<file path="config.mk">
export PLATFORM = sky130hd
export DESIGN_NAME = catmull_rom_fractional_resampler_flat
export DESIGN_NICKNAME = d
export VERILOG_FILES = /design/src/rtl/core/crr_pkg.sv /design/src/rtl/core/crr_sample_if.sv /design/src/rtl/core/crr_result_if.sv /design/src/rtl/core/crr_ctrl.sv /design/src/rtl/core/crr_datapath.sv /design/src/rtl/core/catmull_rom_fractional_resampler.sv /design/src/flat_wrapper.sv
export SDC_FILE = /design/constraint.sdc
export NUM_CORES = 2
export LEC_CHECK = 0
export BUFFER_PORTS_ARGS = -buffer_cell sky130_fd_sc_hd__buf_4
export CORE_UTILIZATION = 56
export DETAILED_ROUTE_END_ITERATION = 16
export PLACE_DENSITY = 0.72
export SYNTH_ARGS = -nofsm -noshare
export SYNTH_HDL_FRONTEND = slang
export SYNTH_SLANG_ARGS = --single-unit
</file>
<file path="constraint.sdc">
create_clock -name clk -period 21.7 [get_ports clk]
set_input_delay 4.34 -clock clk [delete_from_list [all_inputs] [get_ports clk]]
set_output_delay 4.34 -clock clk [all_outputs]
set_load 0.03 [all_outputs]
</file>
<file path="src/rtl/core/crr_pkg.sv">
`default_nettype none

package crr_pkg;

  localparam int SAMPLE_BITS     = 16;
  localparam int PHASE_FRAC_BITS = 24;
  localparam int MAX_RUN         = 64;

  localparam int PHASE_BITS = 32;
  localparam int NUM_CH     = 2;
  localparam int NUM_HIST   = 3;
  // Horner accumulator: coefficients grow by up to 12x the sample range
  localparam int H_BITS     = SAMPLE_BITS + 6;
  localparam int PROD_BITS  = H_BITS + PHASE_FRAC_BITS + 1;
  localparam int RUN_BITS   = $clog2(MAX_RUN + 1);

  localparam int SMAX = 2 ** (SAMPLE_BITS - 1) - 1;
  localparam int SMIN = -SMAX - 1;

  localparam logic [PHASE_BITS-1:0] PH_ONE    = PHASE_BITS'(64'd1 << PHASE_FRAC_BITS);
  localparam logic [PHASE_BITS-1:0] PH_RESET  = PHASE_BITS'(64'd2 << PHASE_FRAC_BITS);
  localparam logic [PHASE_BITS-1:0] RATIO_MIN = PHASE_BITS'(64'd1 << (PHASE_FRAC_BITS - 6));
  localparam logic [PHASE_BITS-1:0] RATIO_MAX = PHASE_BITS'(64'd200 << PHASE_FRAC_BITS);

  typedef enum logic [1:0] {
    ST_IDLE,
    ST_CHECK,
    ST_EVAL,
    ST_EMIT
  } crr_state_t;

  // Horner pass: which coefficient is added after the multiply
  typedef enum logic [1:0] {
    HS_C2,
    HS_C1,
    HS_C0
  } crr_hstep_t;

  typedef struct packed {
    logic       load;
    logic       h_init;
    logic       h_step;
    crr_hstep_t step_sel;
    logic       emit;
    logic       last;
    logic       finish;
  } crr_cmd_t;

  typedef struct packed {
    logic phase_lt_one;
    logic next_ge_one;
    logic out_free;
  } crr_status_t;

endpackage

`default_nettype wire

</file>
<file path="src/rtl/core/crr_sample_if.sv">
`default_nettype none

interface crr_sample_if import crr_pkg::*; ();
  logic                          valid;
  logic                          ready;
  logic signed [SAMPLE_BITS-1:0] sample_re;
  logic signed [SAMPLE_BITS-1:0] sample_im;

  modport source (output valid, output sample_re, output sample_im, input ready);
  modport sink (input valid, input sample_re, input sample_im, output ready);
endinterface

`default_nettype wire

</file>
<file path="src/rtl/core/crr_result_if.sv">
`default_nettype none

interface crr_result_if import crr_pkg::*; ();
  logic                          valid;
  logic                          ready;
  logic signed [SAMPLE_BITS-1:0] out_re;
  logic signed [SAMPLE_BITS-1:0] out_im;
  logic                          run_last;

  modport source (output valid, output out_re, output out_im, output run_last, input ready);
  modport sink (input valid, input out_re, input out_im, input run_last, output ready);
endinterface

`default_nettype wire

</file>
<file path="src/rtl/core/crr_ctrl.sv">
`default_nettype none

module crr_ctrl import crr_pkg::*; (
  input  wire logic        clk,
  input  wire logic        rst,
  input  wire logic        in_valid,
  output logic             in_ready,
  input  wire crr_status_t status,
  output crr_cmd_t         cmd
);

  crr_state_t            state, state_next;
  crr_hstep_t            step, step_next;
  logic [RUN_BITS-1:0]   run_cnt, run_cnt_next;
  logic                  more;

  assign more = status.phase_lt_one && (run_cnt < RUN_BITS'(MAX_RUN));

  always_ff @(posedge clk) begin
    if (rst) begin
      state   <= ST_IDLE;
      step    <= HS_C2;
      run_cnt <= '0;
    end else begin
      state   <= state_next;
      step    <= step_next;
      run_cnt <= run_cnt_next;
    end
  end

  always_comb begin
    state_next   = state;
    step_next    = step;
    run_cnt_next = run_cnt;
    case (state)
      ST_IDLE: begin
        if (in_valid) begin
          state_next   = ST_CHECK;
          run_cnt_next = '0;
        end
      end
      ST_CHECK: begin
        if (more) begin
          state_next = ST_EVAL;
          step_next  = HS_C2;
        end else begin
          state_next = ST_IDLE;
        end
      end
      ST_EVAL: begin
        case (step)
          HS_C2:   step_next = HS_C1;
          HS_C1:   step_next = HS_C0;
          default: state_next = ST_EMIT;
        endcase
      end
      ST_EMIT: begin
        if (status.out_free) begin
          state_next   = ST_CHECK;
          run_cnt_next = run_cnt + RUN_BITS'(1);
        end
      end
      default: state_next = ST_IDLE;
    endcase
  end

  always_comb begin
    cmd      = '0;
    in_ready = 1'b0;
    case (state)
      ST_IDLE: begin
        in_ready = 1'b1;
        cmd.load = in_valid;
      end
      ST_CHECK: begin
        cmd.h_init = more;
        cmd.finish = !more;
      end
      ST_EVAL: begin
        cmd.h_step   = 1'b1;
        cmd.step_sel = step;
      end
      ST_EMIT: begin
        cmd.emit = status.out_free;
        // last word of the run: phase leaves [0,1) or the run cap is hit
        cmd.last = status.next_ge_one || (run_cnt == RUN_BITS'(MAX_RUN - 1));
      end
      default: begin
        in_ready = 1'b0;
      end
    endcase
  end

endmodule

`default_nettype wire

</file>
<file path="src/rtl/core/crr_datapath.sv">
`default_nettype none

module crr_datapath import crr_pkg::*; (
  input  wire logic                          clk,
  input  wire logic                          rst,
  input  wire crr_cmd_t                      cmd,
  output crr_status_t                        status,
  input  wire logic                          cfg_wr_en,
  input  wire logic [PHASE_BITS-1:0]         cfg_wr_data,
  input  wire logic signed [SAMPLE_BITS-1:0] sample_re,
  input  wire logic signed [SAMPLE_BITS-1:0] sample_im,
  input  wire logic                          out_ready,
  output logic                               out_valid,
  output logic signed [SAMPLE_BITS-1:0]      out_re,
  output logic signed [SAMPLE_BITS-1:0]      out_im,
  output logic                               run_last
);

  localparam logic signed [PROD_BITS-1:0] HALF = PROD_BITS'(64'd1 << (PHASE_FRAC_BITS - 1));

  logic signed [SAMPLE_BITS-1:0] hist [NUM_CH][NUM_HIST];
  logic signed [SAMPLE_BITS-1:0] new_smp [NUM_CH];
  logic signed [H_BITS-1:0]      coef3 [NUM_CH];
  logic signed [H_BITS-1:0]      coef2 [NUM_CH];
  logic signed [H_BITS-1:0]      coef1 [NUM_CH];
  logic signed [H_BITS-1:0]      coef0 [NUM_CH];
  logic signed [H_BITS-1:0]      c3_next [NUM_CH];
  logic signed [H_BITS-1:0]      c2_next [NUM_CH];
  logic signed [H_BITS-1:0]      c1_next [NUM_CH];
  logic signed [H_BITS-1:0]      c0_next [NUM_CH];
  logic signed [H_BITS-1:0]      h [NUM_CH];
  logic signed [H_BITS-1:0]      coef_sel [NUM_CH];
  logic signed [PROD_BITS-1:0]   prod [NUM_CH];
  logic signed [PROD_BITS-1:0]   prod_rnd [NUM_CH];
  logic signed [H_BITS-1:0]      h_next [NUM_CH];
  logic signed [H_BITS-1:0]      r_half [NUM_CH];
  logic signed [SAMPLE_BITS-1:0] sat [NUM_CH];

  logic [PHASE_BITS-1:0]         phase;
  logic [PHASE_BITS-1:0]         phase_sum;
  logic [PHASE_BITS-1:0]         ratio;
  logic [PHASE_BITS-1:0]         ratio_next;
  logic signed [PHASE_FRAC_BITS:0] t_s;

  assign new_smp[0] = sample_re;
  assign new_smp[1] = sample_im;

  // window is hist[0..2] plus the new word, oldest first; coefficients are doubled
  always_comb begin
    logic signed [H_BITS-1:0] e0, e1, e2, e3;
    for (int ch = 0; ch < NUM_CH; ch++) begin
      e0 = H_BITS'(hist[ch][0]);
      e1 = H_BITS'(hist[ch][1]);
      e2 = H_BITS'(hist[ch][2]);
      e3 = H_BITS'(new_smp[ch]);
      c3_next[ch] = e3 - e0 + (e1 <<< 1) + e1 - (e2 <<< 1) - e2;
      c2_next[ch] = (e0 <<< 1) - (e1 <<< 2) - e1 + (e2 <<< 2) - e3;
      c1_next[ch] = e2 - e0;
      c0_next[ch] = e1 <<< 1;
    end
  end

  assign t_s = signed'({1'b0, phase[PHASE_FRAC_BITS-1:0]});

  always_comb begin
    for (int ch = 0; ch < NUM_CH; ch++) begin
      case (cmd.step_sel)
        HS_C2:   coef_sel[ch] = coef2[ch];
        HS_C1:   coef_sel[ch] = coef1[ch];
        HS_C0:   coef_sel[ch] = coef0[ch];
        default: coef_sel[ch] = coef0[ch];
      endcase
      prod[ch]     = PROD_BITS'(h[ch]) * PROD_BITS'(t_s);
      // round half up: add half an LSB, then arithmetic shift
      prod_rnd[ch] = (prod[ch] + HALF) >>> PHASE_FRAC_BITS;
      h_next[ch]   = coef_sel[ch] + prod_rnd[ch][H_BITS-1:0];
      r_half[ch]   = (h[ch] + H_BITS'(1)) >>> 1;
      if (r_half[ch] > H_BITS'(SMAX)) begin
        sat[ch] = SAMPLE_BITS'(SMAX);
      end else if (r_half[ch] < H_BITS'(SMIN)) begin
        sat[ch] = SAMPLE_BITS'(SMIN);
      end else begin
        sat[ch] = r_half[ch][SAMPLE_BITS-1:0];
      end
    end
  end

  assign phase_sum = phase + ratio;

  always_comb begin
    if (cfg_wr_data < RATIO_MIN) begin
      ratio_next = RATIO_MIN;
    end else if (cfg_wr_data > RATIO_MAX) begin
      ratio_next = RATIO_MAX;
    end else begin
      ratio_next = cfg_wr_data;
    end
  end

  assign status.phase_lt_one = phase < PH_ONE;
  assign status.next_ge_one  = phase_sum >= PH_ONE;
  assign status.out_free     = !out_valid || out_ready;

  always_ff @(posedge clk) begin
    if (rst) begin
      for (int ch = 0; ch < NUM_CH; ch++) begin
        for (int k = 0; k < NUM_HIST; k++) begin
          hist[ch][k] <= '0;
        end
      end
      phase     <= PH_RESET;
      ratio     <= PH_ONE;
      out_valid <= 1'b0;
    end else begin
      if (cmd.load) begin
        for (int ch = 0; ch < NUM_CH; ch++) begin
          hist[ch][0] <= hist[ch][1];
          hist[ch][1] <= hist[ch][2];
          hist[ch][2] <= new_smp[ch];
        end
      end
      if (cmd.emit) begin
        phase <= phase_sum;
      end else if (cmd.finish) begin
        // a run cut short by the cap skips the rest of the interval
        phase <= status.phase_lt_one ? '0 : phase - PH_ONE;
      end
      if (cfg_wr_en) begin
        ratio <= ratio_next;
      end
      if (cmd.emit) begin
        out_valid <= 1'b1;
      end else if (out_ready) begin
        out_valid <= 1'b0;
      end
    end
  end

  always_ff @(posedge clk) begin
    for (int ch = 0; ch < NUM_CH; ch++) begin
      if (cmd.load) begin
        coef3[ch] <= c3_next[ch];
        coef2[ch] <= c2_next[ch];
        coef1[ch] <= c1_next[ch];
        coef0[ch] <= c0_next[ch];
      end
      if (cmd.h_init) begin
        h[ch] <= coef3[ch];
      end else if (cmd.h_step) begin
        h[ch] <= h_next[ch];
      end
    end
    if (cmd.emit) begin
      out_re   <= sat[0];
      out_im   <= sat[1];
      run_last <= cmd.last;
    end
  end

endmodule

`default_nettype wire

</file>
<file path="src/rtl/core/catmull_rom_fractional_resampler.sv">
// An accepted input word is loaded in IDLE; each result from it then passes through CHECK,
// the three Horner EVAL passes through one multiplier per lane, and EMIT, which waits until
// the output register is free; a final CHECK returns to IDLE, where the next word is taken.
// A waiting result in the output register does not block the next input word.
// Reset (rst, synchronous): history zero, phase 2.0, step ratio 1.0; no clearing pass.
`default_nettype none

module catmull_rom_fractional_resampler import crr_pkg::*; (
  input  wire logic                  clk,
  input  wire logic                  rst,
  crr_sample_if.sink                 sample_bus,
  crr_result_if.source               result_bus,
  input  wire logic                  cfg_wr_en,
  input  wire logic [PHASE_BITS-1:0] cfg_wr_data
);

  crr_cmd_t    cmd;
  crr_status_t status;
  logic        in_ready;

  assign sample_bus.ready = in_ready;

  crr_ctrl u_ctrl (
    .clk      (clk),
    .rst      (rst),
    .in_valid (sample_bus.valid),
    .in_ready (in_ready),
    .status   (status),
    .cmd      (cmd)
  );

  crr_datapath u_datapath (
    .clk         (clk),
    .rst         (rst),
    .cmd         (cmd),
    .status      (status),
    .cfg_wr_en   (cfg_wr_en),
    .cfg_wr_data (cfg_wr_data),
    .sample_re   (sample_bus.sample_re),
    .sample_im   (sample_bus.sample_im),
    .out_ready   (result_bus.ready),
    .out_valid   (result_bus.valid),
    .out_re      (result_bus.out_re),
    .out_im      (result_bus.out_im),
    .run_last    (result_bus.run_last)
  );

  // never overwrite a result word the sink has not taken
  a_no_overwrite: assert property (@(posedge clk) disable iff (rst)
    cmd.emit |-> (!result_bus.valid || result_bus.ready))
    else $error("result word overwritten");

  a_emit_shows: assert property (@(posedge clk) disable iff (rst)
    cmd.emit |=> result_bus.valid)
    else $error("emitted word not presented");

  a_no_accept_mid_run: assert property (@(posedge clk) disable iff (rst)
    in_ready |-> !(cmd.h_step || cmd.emit || cmd.h_init))
    else $error("input taken during interpolation");

endmodule

`default_nettype wire
</file>
<file path="src/flat_wrapper.sv">
// flat-port wrapper written by rule: the top's interface ports become plain ports
module catmull_rom_fractional_resampler_flat import crr_pkg::*;
  (clk, rst, cfg_wr_en, cfg_wr_data, sample_bus_valid, sample_bus_sample_re, sample_bus_sample_im, sample_bus_ready, result_bus_valid, result_bus_out_re, result_bus_out_im, result_bus_run_last, result_bus_ready);
  crr_sample_if sample_bus_i ();
  crr_result_if result_bus_i ();
  input  wire logic clk;
  input  wire logic rst;
  input  wire logic cfg_wr_en;
  input  wire logic [PHASE_BITS-1:0] cfg_wr_data;
  input wire logic [$bits(sample_bus_i.valid)-1:0] sample_bus_valid;
  input wire logic [$bits(sample_bus_i.sample_re)-1:0] sample_bus_sample_re;
  input wire logic [$bits(sample_bus_i.sample_im)-1:0] sample_bus_sample_im;
  output wire logic [$bits(sample_bus_i.ready)-1:0] sample_bus_ready;
  output wire logic [$bits(result_bus_i.valid)-1:0] result_bus_valid;
  output wire logic [$bits(result_bus_i.out_re)-1:0] result_bus_out_re;
  output wire logic [$bits(result_bus_i.out_im)-1:0] result_bus_out_im;
  output wire logic [$bits(result_bus_i.run_last)-1:0] result_bus_run_last;
  input wire logic [$bits(result_bus_i.ready)-1:0] result_bus_ready;
  assign sample_bus_i.valid = sample_bus_valid;
  assign sample_bus_i.sample_re = sample_bus_sample_re;
  assign sample_bus_i.sample_im = sample_bus_sample_im;
  assign sample_bus_ready = sample_bus_i.ready;
  assign result_bus_valid = result_bus_i.valid;
  assign result_bus_out_re = result_bus_i.out_re;
  assign result_bus_out_im = result_bus_i.out_im;
  assign result_bus_run_last = result_bus_i.run_last;
  assign result_bus_i.ready = result_bus_ready;
  catmull_rom_fractional_resampler u_core (.clk(clk), .rst(rst), .sample_bus(sample_bus_i), .result_bus(result_bus_i), .cfg_wr_en(cfg_wr_en), .cfg_wr_data(cfg_wr_data));
endmodule
</file>
==> impl_metrics.yaml <==
setup_path:
  setup.worst_path.class: "reg -> reg"
  setup.worst_path.end_class: "flop"
  worst-endpoint-required_ps: 22050
  critical_path.startpoint_type: "flop"
  cp_data_arrival_time_ps: 10580
  critical_path_peak_fanout: 34
  cpPeakStageDelay_ps: 580
  crit_path_top_delay_cell: "sky130_fd_sc_hd__dfxtp_1"
  number_of_cells_on_the_worst_reg_to_reg_path: 35
routing:
  detail_route.wirelength_mm: 143
  detail_route.drc_violations: 0
  detailed_routing_iteration_count_for_the_pre_antenna_repair_pass: 5
  first_iter_violations: 2753
  via_count: 43594
  viasPerCell: 5.49
  ant_nets: 0
  route.detailed.wl_per_inst_um: 17.9
synthesis:
  synth_cell_types: 82
  post_synth.cell_area_avg_um2: 9.63
  post_synth_main_area_contributors: "sky130_fd_sc_hd__fa_1, sky130_fd_sc_hd__edfxtp_1, sky130_fd_sc_hd__ha_1"
  ys.flop_type: "sky130_fd_sc_hd__edfxtp_1"
  ys_async_sr_fraction_pct: 0
  synthesis.yosys.warnings: 0
  post_synthesis_register_bit_count: 401
  synth.top_cells.by_count: "sky130_fd_sc_hd__inv_1, sky130_fd_sc_hd__fa_1, sky130_fd_sc_hd__nand2_1"
  syn_area_um2: 62700
  synth_top_area_share_pct: 35.5
  number_of_flops_mapped_to_enable_cells_by_yosys: 325
  post_synth_inst_count: 6509
  synth_most_common_cell: "sky130_fd_sc_hd__inv_1"
  synth_sequential_area_ratio_pct: 18.0
  synth_top_area_cell: "sky130_fd_sc_hd__fa_1"
  mappedNetlistNets: 8262
floorplanning:
  placeableCoreArea_um2: 111000
  row_count: 122
  die_area_um2: 113000
  floorplan.initialDensity_pct: 56.6
  ioPinCount: 104
  dieHeight_um: 337
  chipWidth_um: 337
clock_network:
  postCtsResizedCells: 0
  cts_made_buffers: 47
  max_h_tree_level: 2
  postCtsSetupRepairBufs: 0
  cts_hold_repair.buffers: 0
  clockBufferDepth: 3
  cts_sinks: 401
  root_buffer_cell: "sky130_fd_sc_hd__clkbuf_16"
  tritoncts: "yes"
  clk_pin_slew_ps: 60
  clock_latency_ps: 610
status:
  run_status: "completed"
timing:
  finalSetupTns_ps: 0
  worst_slew_pin_slew_ps: 1270
  min_period_over_period_pct: 47.1
  max_slew_margin_pct: 15.5
  slew_violations: 0
  largest_clock_skew_in_the_final_design_ps: 42.1
  final_hold_viol_count: 0
  final.setup.worst_slack_ps: 11470
  final-setup-viol-count: 0
  rsz0062_at_grt: "false"
  max_frequency_ghz: 0.0978
  final.hold.worst_slack_ps: 496
  fin_crit_ps: 10230
pwr:
  p_per_area_nw_per_um2: 60.7
  power.leakage_nw: 31.5
  vdd_ir_drop_max_v: 0.0000797
  report.power.total_w: 0.00403
final_layout:
  final_nets: 8174
  number_of_fill_cells_in_the_layout: 9402
  antenna_cells: 0
  area_delta_synth_final_pct: 5.75
  finalNonFillerCells: 7944
  drive_above_1_share_pct: 5.02
placed_design:
  gp_congestion: 0.878
  dpl_worst_slack_ps: 11600
  dp_hpwl_mm: 110
  placement.io_buffers: 103
  place.detailed.instances: 7860
grt:
  grt_pass1_wl_mm: 237
  antenna_found_initial: 0
  number_of_global_route_vias_before_repair: 46104
  grt_max_degree: 88
  grt_overflow_total: 0
  grt_util_all_layers_pct: 26.2
job:
  cap_violations: 0
min_path:
  worstHoldPathType: "reg -> reg"
  hold_path_depth: 2
placed cells by master (no fill, tap or decap), types with 11 or more instances in the layout:
| cell type | n |
|---|---|
| sky130_fd_sc_hd__a211oi_1 | 17 |
| sky130_fd_sc_hd__a21boi_1 | 16 |
| sky130_fd_sc_hd__a21o_1 | 64 |
| sky130_fd_sc_hd__a21oi_1 | 207 |
| sky130_fd_sc_hd__a22oi_1 | 50 |
| sky130_fd_sc_hd__a31oi_1 | 20 |
| sky130_fd_sc_hd__and2_1 | 510 |
| sky130_fd_sc_hd__and3_1 | 26 |
| sky130_fd_sc_hd__buf_4 | 179 |
| sky130_fd_sc_hd__clkbuf_16 | 49 |
| sky130_fd_sc_hd__dfxtp_1 | 73 |
| sky130_fd_sc_hd__edfxtp_1 | 325 |
| sky130_fd_sc_hd__fa_1 | 1111 |
| sky130_fd_sc_hd__ha_1 | 571 |
| sky130_fd_sc_hd__inv_1 | 1305 |
| sky130_fd_sc_hd__mux2_2 | 35 |
| sky130_fd_sc_hd__nand2_1 | 679 |
| sky130_fd_sc_hd__nand2b_1 | 45 |
| sky130_fd_sc_hd__nand3_1 | 58 |
| sky130_fd_sc_hd__nand3b_1 | 35 |
| sky130_fd_sc_hd__nand4_1 | 21 |
| sky130_fd_sc_hd__nor2_1 | 261 |
| sky130_fd_sc_hd__nor2b_1 | 28 |
| sky130_fd_sc_hd__nor3_1 | 80 |
| sky130_fd_sc_hd__nor4_1 | 11 |
| sky130_fd_sc_hd__o21a_1 | 35 |
| sky130_fd_sc_hd__o21ai_0 | 119 |
| sky130_fd_sc_hd__o21ai_1 | 58 |
| sky130_fd_sc_hd__o21bai_1 | 28 |
| sky130_fd_sc_hd__o22ai_1 | 35 |
| sky130_fd_sc_hd__o31ai_1 | 11 |
| sky130_fd_sc_hd__or3_1 | 18 |
| sky130_fd_sc_hd__xnor2_1 | 158 |
| sky130_fd_sc_hd__xor2_1 | 59 |
metal layers:
layer	vias up	routed length (um)	track usage [%]
met5	-	0	0
met4	0	4600	8.51
met3	244	7940	3.26
met2	1251	69600	44.1
met1	21999	60500	35.4
li1	20100	-	-
worst max-delay path, delay by kind of cell (launching register included):
family                   cells  cell delay, ps
AO/OA/AOI/OAI               19            4070
XOR/XNOR                     2             230
adder cells (fa/ha/maj)     10            4090
buffers and inverters        2             530
flip-flops                   1             580
multiplexers                 1             260
AND/OR/NAND/NOR              1             150
cells by family after synthesis:
logic type	synth area share, %
muxes	0.676
DFF	18.0
adders and majority gates	46.9
xor gates and xnor gates	3.03
AOI/OAI and AO/OA	7.65
buffers and inverters	9.75
and+or+nand+nor	14.0
state kept, by name (all words and copies together) (netlist names):
name                         count
u_core.u_datapath.out_re        16
u_core.u_datapath.h             44
u_core.u_ctrl.state              2
u_core.u_ctrl.run_cnt            7
u_core.u_datapath.out_im        16
u_core.u_datapath.coef3         42
u_core.u_datapath.run_last       1
u_core.u_ctrl.step               2
u_core.u_datapath.coef2         44
u_core.u_datapath.out_valid      1
u_core.u_datapath.coef0         32
u_core.u_datapath.hist          96
u_core.u_datapath.coef1         34
u_core.u_datapath.ratio         32
u_core.u_datapath.phase         32
worst paths after layout:
check,startpoint,to,slack (ps)
max,u_core.u_datapath.phase[8],u_core.u_datapath.h[0][18],11470
min,u_core.u_ctrl.run_cnt[5],u_core.u_ctrl.run_cnt[5],500
max reg2reg,u_core.u_datapath.phase[8],u_core.u_datapath.h[0][18],11470
min reg2reg,u_core.u_ctrl.run_cnt[5],u_core.u_ctrl.run_cnt[5],500
final cells by class:
cell class / count / area, um^2 / area share [%]
clock buffers: 57 / 1280 / 1.92
clock inverters: 27 / 290 / 0.438
inverters: 1309 / 4920 / 7.42
multi-input cells: 4483 / 45300 / 68.4
flip-flops and latches: 401 / 11300 / 17.0
well taps: 1488 / 1860 / 2.81
repair buffers: 179 / 1340 / 2.03
through the flow:
step | cell area, um^2 | utilization, %
5_1_grt | 66300 | 59.8
4_1_cts | 66300 | 59.8
3_5_place_dp | 64700 | 58.4
6_report | 66300 | 59.8
3_3_place_gp | 64700 | 58.4
2_1_floorplan | 62700 | -
power breakdown:
part	internal, W	leakage (nW)	switching, W
Sequential	0.00108	3.82	0.0000853
Combinational	0.000913	26.9	0.00114
Clock	0.000479	0.758	0.000331
Total	0.00247	31.5	0.00155
(Power assumes the default switching activity.)
